==> config.mk <==
export PLATFORM = sky130hd
export DESIGN_NAME = fixed_frame_resync_checker_core
export DESIGN_NICKNAME = d
export VERILOG_FILES = /design/src/rtl/ffrc_pkg.sv /design/src/rtl/fixed_frame_resync_checker_core.sv
export SDC_FILE = /design/constraint.sdc
export NUM_CORES = 1
export LEC_CHECK = 0
export ABC_CLOCK_PERIOD_IN_PS = 10790
export BUFFER_PORTS_ARGS = -buffer_cell sky130_fd_sc_hd__clkbuf_2
export CAP_MARGIN = 30
export CORE_UTILIZATION = 45
export CTS_CLUSTER_SIZE = 8
export DETAILED_ROUTE_END_ITERATION = 12
export GPL_TIMING_DRIVEN = 0
export PLACE_DENSITY = 0.62
export SKIP_CTS_REPAIR_TIMING = 1
export SYNTH_ARGS = -nofsm -noshare
export SYNTH_HDL_FRONTEND = slang
export SYNTH_SLANG_ARGS = --single-unit
==> constraint.sdc <==
create_clock -name i_clk -period 10.79 [get_ports i_clk]
set_input_delay 2.158 -clock i_clk [delete_from_list [all_inputs] [get_ports i_clk]]
set_output_delay 2.158 -clock i_clk [all_outputs]
set_load 0.03 [all_outputs]
==> src/rtl/ffrc_pkg.sv <==
// Shared types and constants of the frame resync checker.
// No dependencies.
package ffrc_pkg;

    localparam int FrameBytes = 13;
    localparam int WinBytes   = FrameBytes - 1;
    localparam int SumBytes   = FrameBytes - 2;
    localparam int DataBytes  = 9;
    localparam int DataFirst  = 2;

    typedef logic [7:0] t_byte;
    typedef logic [3:0] t_fill;
    typedef logic [1:0] t_cfg_idx;

    localparam t_cfg_idx CFG_HEAD_FIRST  = 2'd0;
    localparam t_cfg_idx CFG_HEAD_SECOND = 2'd1;
    localparam t_cfg_idx CFG_TAIL_VALUE  = 2'd2;

endpackage

==> src/rtl/fixed_frame_resync_checker_core.sv <==
// Frame resync checker: 13-byte window, header/tail/checksum check, resync.
// Depends on ffrc_pkg.
//
// Usage:
//   rx channel (i_rx_valid / o_rx_ready / i_rx_byte) takes one received byte
//   per transaction. When the 13th byte of a window arrives the frame is
//   checked; a passing frame yields one transaction on the result channel
//   (o_res_valid / i_res_ready / o_data_0..o_data_8, frame bytes 2..10).
//   A failing frame realigns the window on the next head_first byte.
//   cfg channel (i_cfg_valid / o_cfg_ready / i_cfg_index / i_cfg_data) writes
//   head_first (0), head_second (1), tail_value (2); index 3 is ignored.
//   o_cfg_ready is always high.
// Timing:
//   One byte per cycle sustained while no result is stalled. A result is valid
//   the cycle after the byte that completes the frame; the check, checksum
//   and resync shift are all combinational, fed by the window registers.
// Reset: window empties, result valid clears, config registers go to zero.
// Stall: while a result waits, bytes that do not complete a frame are still
//   taken; o_rx_ready drops only when the next byte would complete one.
module fixed_frame_resync_checker_core (
    input  logic             i_clk,
    input  logic             i_rst_n,
    input  logic             i_cfg_valid,
    output logic             o_cfg_ready,
    input  ffrc_pkg::t_cfg_idx i_cfg_index,
    input  ffrc_pkg::t_byte  i_cfg_data,
    input  logic             i_rx_valid,
    output logic             o_rx_ready,
    input  ffrc_pkg::t_byte  i_rx_byte,
    output logic             o_res_valid,
    input  logic             i_res_ready,
    output ffrc_pkg::t_byte  o_data_0,
    output ffrc_pkg::t_byte  o_data_1,
    output ffrc_pkg::t_byte  o_data_2,
    output ffrc_pkg::t_byte  o_data_3,
    output ffrc_pkg::t_byte  o_data_4,
    output ffrc_pkg::t_byte  o_data_5,
    output ffrc_pkg::t_byte  o_data_6,
    output ffrc_pkg::t_byte  o_data_7,
    output ffrc_pkg::t_byte  o_data_8
);
    import ffrc_pkg::*;

    t_byte r_head_first;
    t_byte r_head_second;
    t_byte r_tail_value;
    t_fill r_fill;
    logic  r_res_valid;
    t_byte r_win  [WinBytes];
    t_byte r_data [DataBytes];

    t_byte frame  [FrameBytes];
    t_byte n_win  [WinBytes];
    t_byte pair   [SumBytes / 2];
    t_byte sum;
    logic  frame_ok;
    logic  found;
    t_fill shift;
    logic  [4:0] src;
    logic  full;
    logic  rx_acc;

    assign full        = (r_fill == t_fill'(WinBytes));
    assign o_cfg_ready = 1'b1;
    assign o_rx_ready  = !full || !r_res_valid || i_res_ready;
    assign rx_acc      = i_rx_valid && o_rx_ready;
    assign o_res_valid = r_res_valid;

    always_comb begin
        for (int i = 0; i < WinBytes; i++) begin
            frame[i] = r_win[i];
        end
        frame[WinBytes] = i_rx_byte;

        for (int i = 0; i < SumBytes / 2; i++) begin
            pair[i] = frame[2 * i] + frame[2 * i + 1];
        end
        sum = frame[SumBytes - 1];
        for (int i = 0; i < SumBytes / 2; i++) begin
            sum = sum + pair[i];
        end

        frame_ok = (frame[0] == r_head_first) && (frame[1] == r_head_second)
                && (frame[FrameBytes - 1] == r_tail_value)
                && (frame[FrameBytes - 2] == sum);

        found = 1'b0;
        shift = '0;
        for (int k = FrameBytes - 1; k >= 1; k--) begin
            if (frame[k] == r_head_first) begin
                found = 1'b1;
                shift = t_fill'(k);
            end
        end

        for (int i = 0; i < WinBytes; i++) begin
            src = 5'(i) + {1'b0, shift};
            if (src <= 5'(FrameBytes - 1)) begin
                n_win[i] = frame[src[3:0]];
            end else begin
                n_win[i] = r_win[i];
            end
        end
    end

    always_ff @(posedge i_clk) begin
        if (!i_rst_n) begin
            r_fill        <= '0;
            r_res_valid   <= 1'b0;
            r_head_first  <= '0;
            r_head_second <= '0;
            r_tail_value  <= '0;
        end else begin
            if (i_cfg_valid && o_cfg_ready) begin
                case (i_cfg_index)
                    CFG_HEAD_FIRST:  r_head_first  <= i_cfg_data;
                    CFG_HEAD_SECOND: r_head_second <= i_cfg_data;
                    CFG_TAIL_VALUE:  r_tail_value  <= i_cfg_data;
                    default: ;
                endcase
            end
            if (rx_acc && full && frame_ok) begin
                r_res_valid <= 1'b1;
            end else if (r_res_valid && i_res_ready) begin
                r_res_valid <= 1'b0;
            end
            if (rx_acc) begin
                if (!full) begin
                    r_fill <= r_fill + 4'd1;
                end else if (frame_ok) begin
                    r_fill <= '0;
                end else if (found) begin
                    r_fill <= t_fill'(FrameBytes) - shift;
                end else begin
                    r_fill <= '0;
                end
            end
        end
    end

    always_ff @(posedge i_clk) begin
        if (rx_acc) begin
            if (!full) begin
                r_win[r_fill] <= i_rx_byte;
            end else if (frame_ok) begin
                for (int j = 0; j < DataBytes; j++) begin
                    r_data[j] <= frame[DataFirst + j];
                end
            end else if (found) begin
                r_win <= n_win;
            end
        end
    end

    assign o_data_0 = r_data[0];
    assign o_data_1 = r_data[1];
    assign o_data_2 = r_data[2];
    assign o_data_3 = r_data[3];
    assign o_data_4 = r_data[4];
    assign o_data_5 = r_data[5];
    assign o_data_6 = r_data[6];
    assign o_data_7 = r_data[7];
    assign o_data_8 = r_data[8];

endmodule

==> results of run 1 <==
routing by layer:
layer	wire length [um]	GRT usage [%]
met1	26800	48.1
met4	5560	26.2
met5	13	0
met2	29500	53.7
met3	10200	15.7
layout make-up:
class / instances / area [um2] / share of cell area, %
multi-input cells: 1084 / 10200 / 55.2
clock inverters: 13 / 149 / 0.804
clock buffers: 18 / 429 / 2.32
repair buffers: 111 / 672 / 3.63
well taps: 468 / 586 / 3.16
plain buffers: 118 / 561 / 3.03
inverters: 71 / 267 / 1.44
flip-flops and latches: 197 / 5630 / 30.4
diodes: 4 / 10.0 / 0.0540
stage by stage:
stage | cells | total power (W)
final | 2084 | 0.00199
after floorplan | 1470 | 0.00119
after global routing | 2080 | 0.00205
after global placement | 2033 | 0.00132
after CTS | 2074 | 0.00198
after detailed placement | 2043 | 0.00132
final timing paths:
| check | end | start | depth (start not counted) |
|---|---|---|---|
| max | frame[28] | frame[95] | 19 |
| min | r_tail_value[5] | r_tail_value[5] | 2 |
| max reg2reg | frame[28] | frame[95] | 19 |
| min reg2reg | r_tail_value[5] | r_tail_value[5] | 2 |
cells in the mapped netlist, drive strengths merged (15+ instances only):
| cell type | number |
|---|---|
| clkbuf | 65 |
| buf | 53 |
| nor2b | 37 |
| mux2 | 32 |
| o21ai | 50 |
| nor4 | 21 |
| dfxtp | 29 |
| mux4 | 80 |
| nand2 | 122 |
| edfxtp | 168 |
| ha | 28 |
| fa | 57 |
| xor2 | 80 |
| mux2i | 168 |
| a22oi | 24 |
| a22o | 40 |
| nand4 | 15 |
| xnor2 | 81 |
| a221o | 18 |
| nor2 | 48 |
| a21oi | 56 |
| inv | 71 |
worst max-delay path, stage by stage, from the launching register on:
cell and delay [ns]:
edfxtp_1 0.32, clkbuf_1 0.77, xor2_1 0.22, nor4_1 0.08, nand2_1 0.17, nand3_1 0.12, o221ai_2 0.47, buf_2 0.38
buf_2 0.49, buf_1 0.26, buf_8 0.23, ha_1 0.26, clkbuf_1 0.40, inv_2 0.35, buf_1 0.79, clkbuf_1 0.65
mux4_2 0.63, mux2i_1 0.33, mux2i_1 0.19, a22o_1 0.22
power by group:
group | internal (W) | switching, W | total, W
sequential | 0.000832 | 0.0000319 | 0.000864
clock | 0.000345 | 0.000321 | 0.000666
combinational | 0.000199 | 0.000260 | 0.000460
total | 0.00138 | 0.000613 | 0.00199
state kept, by name, summed over array words and instances (netlist names):
signal and flops:
frame 96, r_data 72, r_head_first 8, r_head_second 8, r_tail_value 8, r_fill 4, o_res_valid 1
cell families (layout without fill, tap and decap cells):
family,count (synthesis),count (layout),share of synthesized area [%]
and+or+nand+nor,293,293,8.71
muxes,280,280,23.1
AOI/OAI and AO/OA,263,263,11.8
DFF,197,197,33.8
buffers and inverters,189,331,4.97
xor gates and xnor gates,162,162,8.74
adders and majority gates,85,85,8.95
other,1,5,0.0225
==> impl_results.html, run 1 <==
<table>
<tr><th>Metric</th><th>Value</th></tr>
<tr><th colspan="2">Critical path</th></tr>
<tr><td>Required time at the endpoint of the critical path</td><td>11.01 ns</td></tr>
<tr><td>Critical path launch point type</td><td>flip-flop</td></tr>
<tr><td>Data arrival time at the worst-slack endpoint</td><td>7.88 ns</td></tr>
<tr><td>Setup slack on the worst flop-to-flop path</td><td>3.14 ns</td></tr>
<tr><td>Path type of the worst setup path</td><td>flip-flop to flip-flop</td></tr>
<tr><td>Maximum fanout along the worst path</td><td>10</td></tr>
<tr><td>Crit path capture type</td><td>flip-flop</td></tr>
<tr><th colspan="2">Synth</th></tr>
<tr><td>Share of flip-flops with an asynchronous set or reset after synthesis</td><td>0%</td></tr>
<tr><td>Netlist area before placement</td><td>16700 um2</td></tr>
<tr><td>Warnings from Yosys</td><td>0</td></tr>
<tr><td>Most instantiated flip-flop cell in the synthesis netlist</td><td>edfxtp_1</td></tr>
<tr><td>Post-synth EDFFs</td><td>168</td></tr>
<tr><td>Yosys cell types</td><td>68</td></tr>
<tr><td>Post-Synthesis Cells</td><td>1470</td></tr>
<tr><td>Number of synthesized register bits</td><td>197</td></tr>
<tr><td>Per-instance average area after synthesis</td><td>11.3 um2</td></tr>
<tr><td>Share of the synthesized area in the top cell type</td><td>30.3%</td></tr>
<tr><td>Portion of the post-synthesis area used by sequential elements</td><td>33.8%</td></tr>
<tr><td>Top area cells in the synthesized netlist</td><td>edfxtp_1 (30%), mux4_2 (11%), mux2i_1 (10%)</td></tr>
<tr><td>Post-synth net total</td><td>1578</td></tr>
<tr><td>Largest area contributor in the synthesized netlist</td><td>edfxtp_1</td></tr>
<tr><th colspan="2">Drt</th></tr>
<tr><td>Detailed-route via count</td><td>14.3k</td></tr>
<tr><td>Violation count after the first detailed-route iteration</td><td>2013</td></tr>
<tr><td>Total Routed Length</td><td>72000 um</td></tr>
<tr><td>Residual DRC</td><td>0</td></tr>
<tr><td>Average wire per cell in the routed design</td><td>34.6 um</td></tr>
<tr><td>Remaining number of nets flagged by the antenna check after routing</td><td>0</td></tr>
<tr><td>Via/cell ratio</td><td>6.86</td></tr>
<tr><td>Detailed Routing Iterations Pass 1</td><td>9</td></tr>
<tr><th colspan="2">GRT</th></tr>
<tr><td>Wire length of the first global-routing pass</td><td>100000 um</td></tr>
<tr><td>Largest net degree at the start of global routing</td><td>38</td></tr>
<tr><td>Antenna violations before repair</td><td>2</td></tr>
<tr><td>Total global routing track utilization</td><td>38.3%</td></tr>
<tr><td>Remaining global-route overflow</td><td>0</td></tr>
<tr><td>Via count of the first global-routing pass</td><td>13.8k</td></tr>
<tr><th colspan="2">STA</th></tr>
<tr><td>Worst setup skew after layout</td><td>0.0162 ns</td></tr>
<tr><td>Final cycle utilization of the critical path</td><td>70.9%</td></tr>
<tr><td>Max Fclk</td><td>131 MHz</td></tr>
<tr><td>Aggregate negative setup slack</td><td>0 ns</td></tr>
<tr><td>Setup violators final</td><td>0</td></tr>
<tr><td>Worst-case headroom to the max-slew limit</td><td>24.7%</td></tr>
<tr><td>Shortest period the worst path allows</td><td>7.65 ns</td></tr>
<tr><td>Max-slew violations</td><td>0</td></tr>
<tr><td>Slew @ Worst Pin</td><td>1.13 ns</td></tr>
<tr><td>Final-report hold violation count</td><td>0</td></tr>
<tr><td>RSZ-0062 raised after global routing</td><td>no</td></tr>
<tr><td>Final worst setup slack</td><td>3.14 ns</td></tr>
<tr><td>Post-Route Hold Slack</td><td>0.544 ns</td></tr>
<tr><th colspan="2">Finish</th></tr>
<tr><td>Number of nets in the layout</td><td>1708</td></tr>
<tr><td>Final standard cell utilization of the core</td><td>50.7%</td></tr>
<tr><td>Fraction of final layout cells with drive strength greater than 1</td><td>20.8%</td></tr>
<tr><td>Fillcell total</td><td>3284</td></tr>
<tr><td>Area growth from synthesis to layout</td><td>11.2%</td></tr>
<tr><td>Leading cell types in the layout, fill and taps excluded</td><td>mux2i_1 (168), edfxtp_1 (168), nand2_1 (121)</td></tr>
<tr><td>Final instance area</td><td>18500 um2</td></tr>
<tr><th colspan="2">Placed design</th></tr>
<tr><td>Final GP Congestion</td><td>1.06</td></tr>
<tr><td>Placed wire-length estimate after detailed placement</td><td>51300 um</td></tr>
<tr><td>Post-Place Setup Slack</td><td>2.96 ns</td></tr>
<tr><td>Port Buf Inserts</td><td>95</td></tr>
<tr><td>Area post-placement</td><td>17800 um2</td></tr>
<tr><th colspan="2">CTS</th></tr>
<tr><td>Source-to-sink clock delay at the later pin of the worst-skew pair</td><td>0.47 ns</td></tr>
<tr><td>Sinks on the clock net</td><td>197</td></tr>
<tr><td>Clock root cell</td><td>clkbuf_16</td></tr>
<tr><td>CTS tree</td><td>done</td></tr>
<tr><td>Clk slew on worst S/H paths</td><td>0.07 ns</td></tr>
<tr><td>Number of H-tree levels</td><td>4</td></tr>
<tr><td>Total CTS buffers</td><td>17</td></tr>
<tr><td>Max clock buf depth</td><td>2</td></tr>
<tr><th colspan="2">Job</th></tr>
<tr><td>Max-cap violations</td><td>0</td></tr>
<tr><th colspan="2">Floorplanning</th></tr>
<tr><td>Die area</td><td>37800 um2</td></tr>
<tr><td>Vertical die dimension</td><td>194 um</td></tr>
<tr><td>Width of the die</td><td>194 um</td></tr>
<tr><td>Initial cell density of the core</td><td>45.6%</td></tr>
<tr><td>Core ar.</td><td>36500 um2</td></tr>
<tr><td>IO Count</td><td>98</td></tr>
<tr><td>Rows</td><td>70</td></tr>
<tr><th colspan="2">Pwr</th></tr>
<tr><td>Power per Cell Area</td><td>107 nW/um2</td></tr>
<tr><td>Worst IR Drop VDD</td><td>117 uV</td></tr>
<tr><td>Static power due to leakage</td><td>7.56 nW</td></tr>
<tr><th colspan="2">Hold path</th></tr>
<tr><td>Type of the most critical hold path</td><td>flip-flop to flip-flop</td></tr>
<tr><th colspan="2">Run status</th></tr>
<tr><td>Run status</td><td>finished, final reports clean</td></tr>
</table>
No activity file was read; power rests on OpenSTA's default activity.
==> run 2: changes to the inputs <==
Settings changed: ABC_AREA set to 1, ABC_CLOCK_PERIOD_IN_PS 10790 to 6680, PLACE_DENSITY 0.62 to 0.64.
Clock period 10.79 ns to 6.68 ns, I/O delays scaled along.
==> run 2 against run 1 <==
Net effect:
- the flow now finishes with violations (negative setup slack)
- critical endpoint is now frame[60]
- synthesized cell count up 59%
- combinational power up 100%
- maximum frequency up 13%
- clock skew down 0.00051 ns
==> impl_results.html, run 2 <==
<table>
<tr><th>Metric</th><th>Value</th></tr>
<tr><th colspan="2">Finish</th></tr>
<tr><td>Fraction of final layout cells with drive strength greater than 1</td><td>11.5%</td></tr>
<tr><td>Number of nets in the layout</td><td>2608</td></tr>
<tr><td>Area growth from synthesis to layout</td><td>13.1%</td></tr>
<tr><td>Final Instance Count excl. Fillers</td><td>2981</td></tr>
<tr><td>Leading cell types in the layout, fill and taps excluded</td><td>nand3_1 (734), nand2_1 (627), edfxtp_1 (168)</td></tr>
<tr><td>Leading cell type in the layout, fill and taps excluded</td><td>nand3_1</td></tr>
<tr><td>Antenna diode instance count</td><td>0</td></tr>
<tr><td>Largest register FFs</td><td>96</td></tr>
<tr><th colspan="2">Floorplanning</th></tr>
<tr><td>Die area</td><td>38300 um2</td></tr>
<tr><td>Initial cell density of the core</td><td>45.9%</td></tr>
<tr><td>Width of the die</td><td>196 um</td></tr>
<tr><td>IO Count</td><td>98</td></tr>
<tr><td>Vertical die dimension</td><td>196 um</td></tr>
<tr><td>Rows</td><td>70</td></tr>
<tr><td>Core ar.</td><td>36800 um2</td></tr>
<tr><th colspan="2">CTS</th></tr>
<tr><td>CTS tree</td><td>done</td></tr>
<tr><td>Clk slew on worst S/H paths</td><td>0.08 ns</td></tr>
<tr><td>Sinks on the clock net</td><td>197</td></tr>
<tr><td>Clock root cell</td><td>clkbuf_16</td></tr>
<tr><td>Max clock buf depth</td><td>2</td></tr>
<tr><td>Source-to-sink clock delay at the later pin of the worst-skew pair</td><td>0.48 ns</td></tr>
<tr><td>Total CTS buffers</td><td>17</td></tr>
<tr><td>Number of H-tree levels</td><td>4</td></tr>
<tr><th colspan="2">Pwr</th></tr>
<tr><td>Proportion of power drawn by flip-flops and latches</td><td>40.5%</td></tr>
<tr><td>Power per Cell Area</td><td>181 nW/um2</td></tr>
<tr><td>Switching share of power</td><td>36.6%</td></tr>
<tr><td>Static power due to leakage</td><td>8.32 nW</td></tr>
<tr><td>Worst IR Drop VDD</td><td>202 uV</td></tr>
<tr><td>Cell internal power dissipation</td><td>0.00220 W</td></tr>
<tr><td>Comb pwr share</td><td>27.1%</td></tr>
<tr><td>Clock Power Share</td><td>32.4%</td></tr>
<tr><td>Sw Pwr</td><td>0.00127 W</td></tr>
<tr><th colspan="2">Run status</th></tr>
<tr><td>Run status</td><td>finished with violations</td></tr>
<tr><td>Failing checks</td><td>negative setup slack</td></tr>
<tr><th colspan="2">Synth</th></tr>
<tr><td>Netlist area before placement</td><td>16900 um2</td></tr>
<tr><td>Warnings from Yosys</td><td>0</td></tr>
<tr><td>Yosys cell types</td><td>47</td></tr>
<tr><td>Most frequent cell after synthesis</td><td>nand3_1</td></tr>
<tr><td>Top area cells in the synthesized netlist</td><td>edfxtp_1 (30%), nand3_1 (22%), nand2_1 (14%)</td></tr>
<tr><td>Number of synthesized register bits</td><td>197</td></tr>
<tr><td>Largest area contributor in the synthesized netlist</td><td>edfxtp_1</td></tr>
<tr><td>Share of the synthesized area in the top cell type</td><td>29.9%</td></tr>
<tr><td>Cell types with the highest counts after synthesis</td><td>nand3_1 (734), nand2_1 (627), edfxtp_1 (168), inv_1 (152), nor2_1 (99)</td></tr>
<tr><td>Most instantiated flip-flop cell in the synthesis netlist</td><td>edfxtp_1</td></tr>
<tr><td>Post-Synthesis Cells</td><td>2344</td></tr>
<tr><td>Post-synth EDFFs</td><td>168</td></tr>
<tr><td>Share of flip-flops with an asynchronous set or reset after synthesis</td><td>0%</td></tr>
<tr><td>Per-instance average area after synthesis</td><td>7.20 um2</td></tr>
<tr><td>Portion of the post-synthesis area used by sequential elements</td><td>33.3%</td></tr>
<tr><td>Post-synth net total</td><td>2452</td></tr>
<tr><th colspan="2">Critical path</th></tr>
<tr><td>Worst path slowest cell</td><td>edfxtp_1</td></tr>
<tr><td>Required time at the endpoint of the critical path</td><td>6.86 ns</td></tr>
<tr><td>Setup slack on the worst flop-to-flop path</td><td>-0.09 ns</td></tr>
<tr><td>Path type of the worst setup path</td><td>flip-flop to flip-flop</td></tr>
<tr><td>Critical path launch point type</td><td>flip-flop</td></tr>
<tr><td>Maximum single-stage delay on the critical path</td><td>0.96 ns</td></tr>
<tr><td>Reg2Reg Launch Point</td><td>frame[28]</td></tr>
<tr><td>Worst R2R End</td><td>frame[60]</td></tr>
<tr><td>Cell mode on critical path</td><td>fa_1</td></tr>
<tr><td>Cells traversed along the worst timing path</td><td>fa_1 &gt; inv_1 &gt; fa_1 &gt; fa_1 &gt; fa_1 &gt; fa_1 &gt; inv_1 &gt; ha_1 &gt; inv_1 &gt; o21bai_1 &gt; a21oi_1 &gt; nor2_1 &gt; nor2_1 &gt; xor2_1 &gt; xor2_2 &gt; nand3_1 &gt; nand2_1 &gt; buf_6 &gt; a21oi_1 &gt; buf_4</td></tr>
<tr><td>Bufs and invs on worst path</td><td>5</td></tr>
<tr><td>Crit path capture type</td><td>flip-flop</td></tr>
<tr><td>Maximum fanout along the worst path</td><td>10</td></tr>
<tr><td>Data arrival time at the worst-slack endpoint</td><td>6.95 ns</td></tr>
<tr><td>Critical path's top delay family</td><td>adder cells</td></tr>
<tr><td>Path depth of the worst reg2reg path</td><td>20</td></tr>
<tr><th colspan="2">GRT</th></tr>
<tr><td>Total global routing track utilization</td><td>50.7%</td></tr>
<tr><td>Largest net degree at the start of global routing</td><td>41</td></tr>
<tr><td>Antenna violations before repair</td><td>2</td></tr>
<tr><td>Wire length of the first global-routing pass</td><td>133000 um</td></tr>
<tr><td>Via count of the first global-routing pass</td><td>17.8k</td></tr>
<tr><td>Remaining global-route overflow</td><td>0</td></tr>
<tr><th colspan="2">STA</th></tr>
<tr><td>Shortest period the worst path allows</td><td>6.77 ns</td></tr>
<tr><td>Slew @ Worst Pin</td><td>1.16 ns</td></tr>
<tr><td>Final cycle utilization of the critical path</td><td>101%</td></tr>
<tr><td>Setup violators final</td><td>14</td></tr>
<tr><td>Worst setup skew after layout</td><td>0.0156 ns</td></tr>
<tr><td>Max Fclk</td><td>148 MHz</td></tr>
<tr><td>Worst-case headroom to the max-slew limit</td><td>23.0%</td></tr>
<tr><td>Max-slew violations</td><td>0</td></tr>
<tr><td>Final worst setup slack</td><td>-0.0895 ns</td></tr>
<tr><td>Final-report hold violation count</td><td>0</td></tr>
<tr><th colspan="2">Hold path</th></tr>
<tr><td>Min-Delay Endpoint</td><td>r_head_second[5]</td></tr>
<tr><td>Hold path depth</td><td>2</td></tr>
<tr><td>Type of the most critical hold path</td><td>flip-flop to flip-flop</td></tr>
<tr><td>Hold Crit Start</td><td>r_head_second[5]</td></tr>
<tr><th colspan="2">Drt</th></tr>
<tr><td>Remaining number of nets flagged by the antenna check after routing</td><td>0</td></tr>
<tr><td>Detailed Routing Iterations Pass 1</td><td>8</td></tr>
<tr><td>Average wire per cell in the routed design</td><td>32.9 um</td></tr>
<tr><td>Violation count after the first detailed-route iteration</td><td>3795</td></tr>
<tr><td>Total Routed Length</td><td>98200 um</td></tr>
<tr><td>Residual DRC</td><td>0</td></tr>
<tr><td>Via/cell ratio</td><td>6.66</td></tr>
<tr><td>Detailed-route via count</td><td>19.9k</td></tr>
<tr><th colspan="2">Placed design</th></tr>
<tr><td>Placed cell count</td><td>2909</td></tr>
<tr><td>Placed wire-length estimate after detailed placement</td><td>74200 um</td></tr>
<tr><td>Post-Place Setup Slack</td><td>-0.497 ns</td></tr>
<tr><td>Port Buf Inserts</td><td>88</td></tr>
<tr><td>Final GP Congestion</td><td>1.15</td></tr>
<tr><th colspan="2">Job</th></tr>
<tr><td>Max-cap violations</td><td>0</td></tr>
</table>
==> run 2: changes by cell type after synthesis, sizes merged, moves of 52 or more <==
cell	previous run	this run
inv	71	172
nand3	9	734
mux2i	168	0
nand2	122	635
nor2	48	100
mux4	80	0
==> run 2: tightest hold or removal path: stages (launching register included) <==
cell and delay [ns]:
dfxtp_1 0.33, nor2_1 0.10, nor2_1 0.05
==> run 2: metal layers <==
| metal | up-vias | track usage, % | wire length [um] |
|---|---|---|---|
| met5 | - | 0.894 | 12 |
| met4 | 2 | 38.1 | 8910 |
| met3 | 464 | 20.7 | 16000 |
| met2 | 1875 | 70.3 | 38400 |
| met1 | 9290 | 62.8 | 34800 |
| li1 | 8225 | - | - |
==> run 2: power groups by stage <==
stage	registers [W]	clock network, W	logic (W)
finish	0.00140	0.00112	0.000940
CTS	0.00140	0.00111	0.000860
detailed placement	0.00143	0	0.000853
floorplan	0.00139	0	0.000583
global placement	0.00143	0	0.000836
global route	0.00140	0.00114	0.000989
==> run 2: logic make-up (layout without fill, tap and decap cells) <==
| family | count (synthesis) | in the layout | synth area share, % |
|---|---|---|---|
| AND/OR/NAND/NOR | 1542 | 1542 | 41.1 |
| buffers and inverters | 317 | 486 | 7.86 |
| flip-flops | 197 | 197 | 33.3 |
| AO/OA/AOI/OAI | 105 | 105 | 3.59 |
| XOR/XNOR | 97 | 97 | 5.30 |
| adder cells (fa/ha/maj) | 85 | 85 | 8.83 |
| other | 1 | 1 | 0.0222 |
==> run 2: how the worst max path moves through the flow <==
stage	slack (ns)	to	depth (start not counted)	startpoint
finish	-0.09	frame[60]	20	frame[28]
global route	-0.003	frame[57]	20	frame[51]
CTS	-0.45	frame[76]	20	frame[26]
detailed placement	-0.50	frame[76]	20	i_rx_byte[2]
global placement	-1.65	r_data[0][55]	16	frame[26]
floorplan	0.41	r_data[0][0]	16	frame[18]
==> run 2: cell type report <==
| class | count | area, um2 |
|---|---|---|
| fill | 3571 | 17700 |
| sequential | 197 | 5630 |
| multi-input combinational | 1830 | 10000 |
| buffer | 143 | 683 |
| clock buffer | 21 | 483 |
| tap | 468 | 586 |
| timing repair buffer | 138 | 918 |
| clock inverter | 11 | 121 |
| inverter | 173 | 654 |
==> run 2: metrics by stage <==
step / power, W / cell area, um2 / util [%] / hold slack, ns / TNS (ns)
floorplan: 0.00198 / 16900 / - / 0.476 / 0
global placement: 0.00226 / 17900 / 48.7 / 0.484 / -197.66
detailed placement: 0.00228 / 18000 / 49.0 / 0.500 / -35.12
CTS: 0.00337 / 18600 / 50.7 / 0.511 / -36.05
global route: 0.00353 / 19100 / 51.9 / 0.555 / -0.00548
finish: 0.00346 / 19100 / 51.9 / 0.513 / -0.957
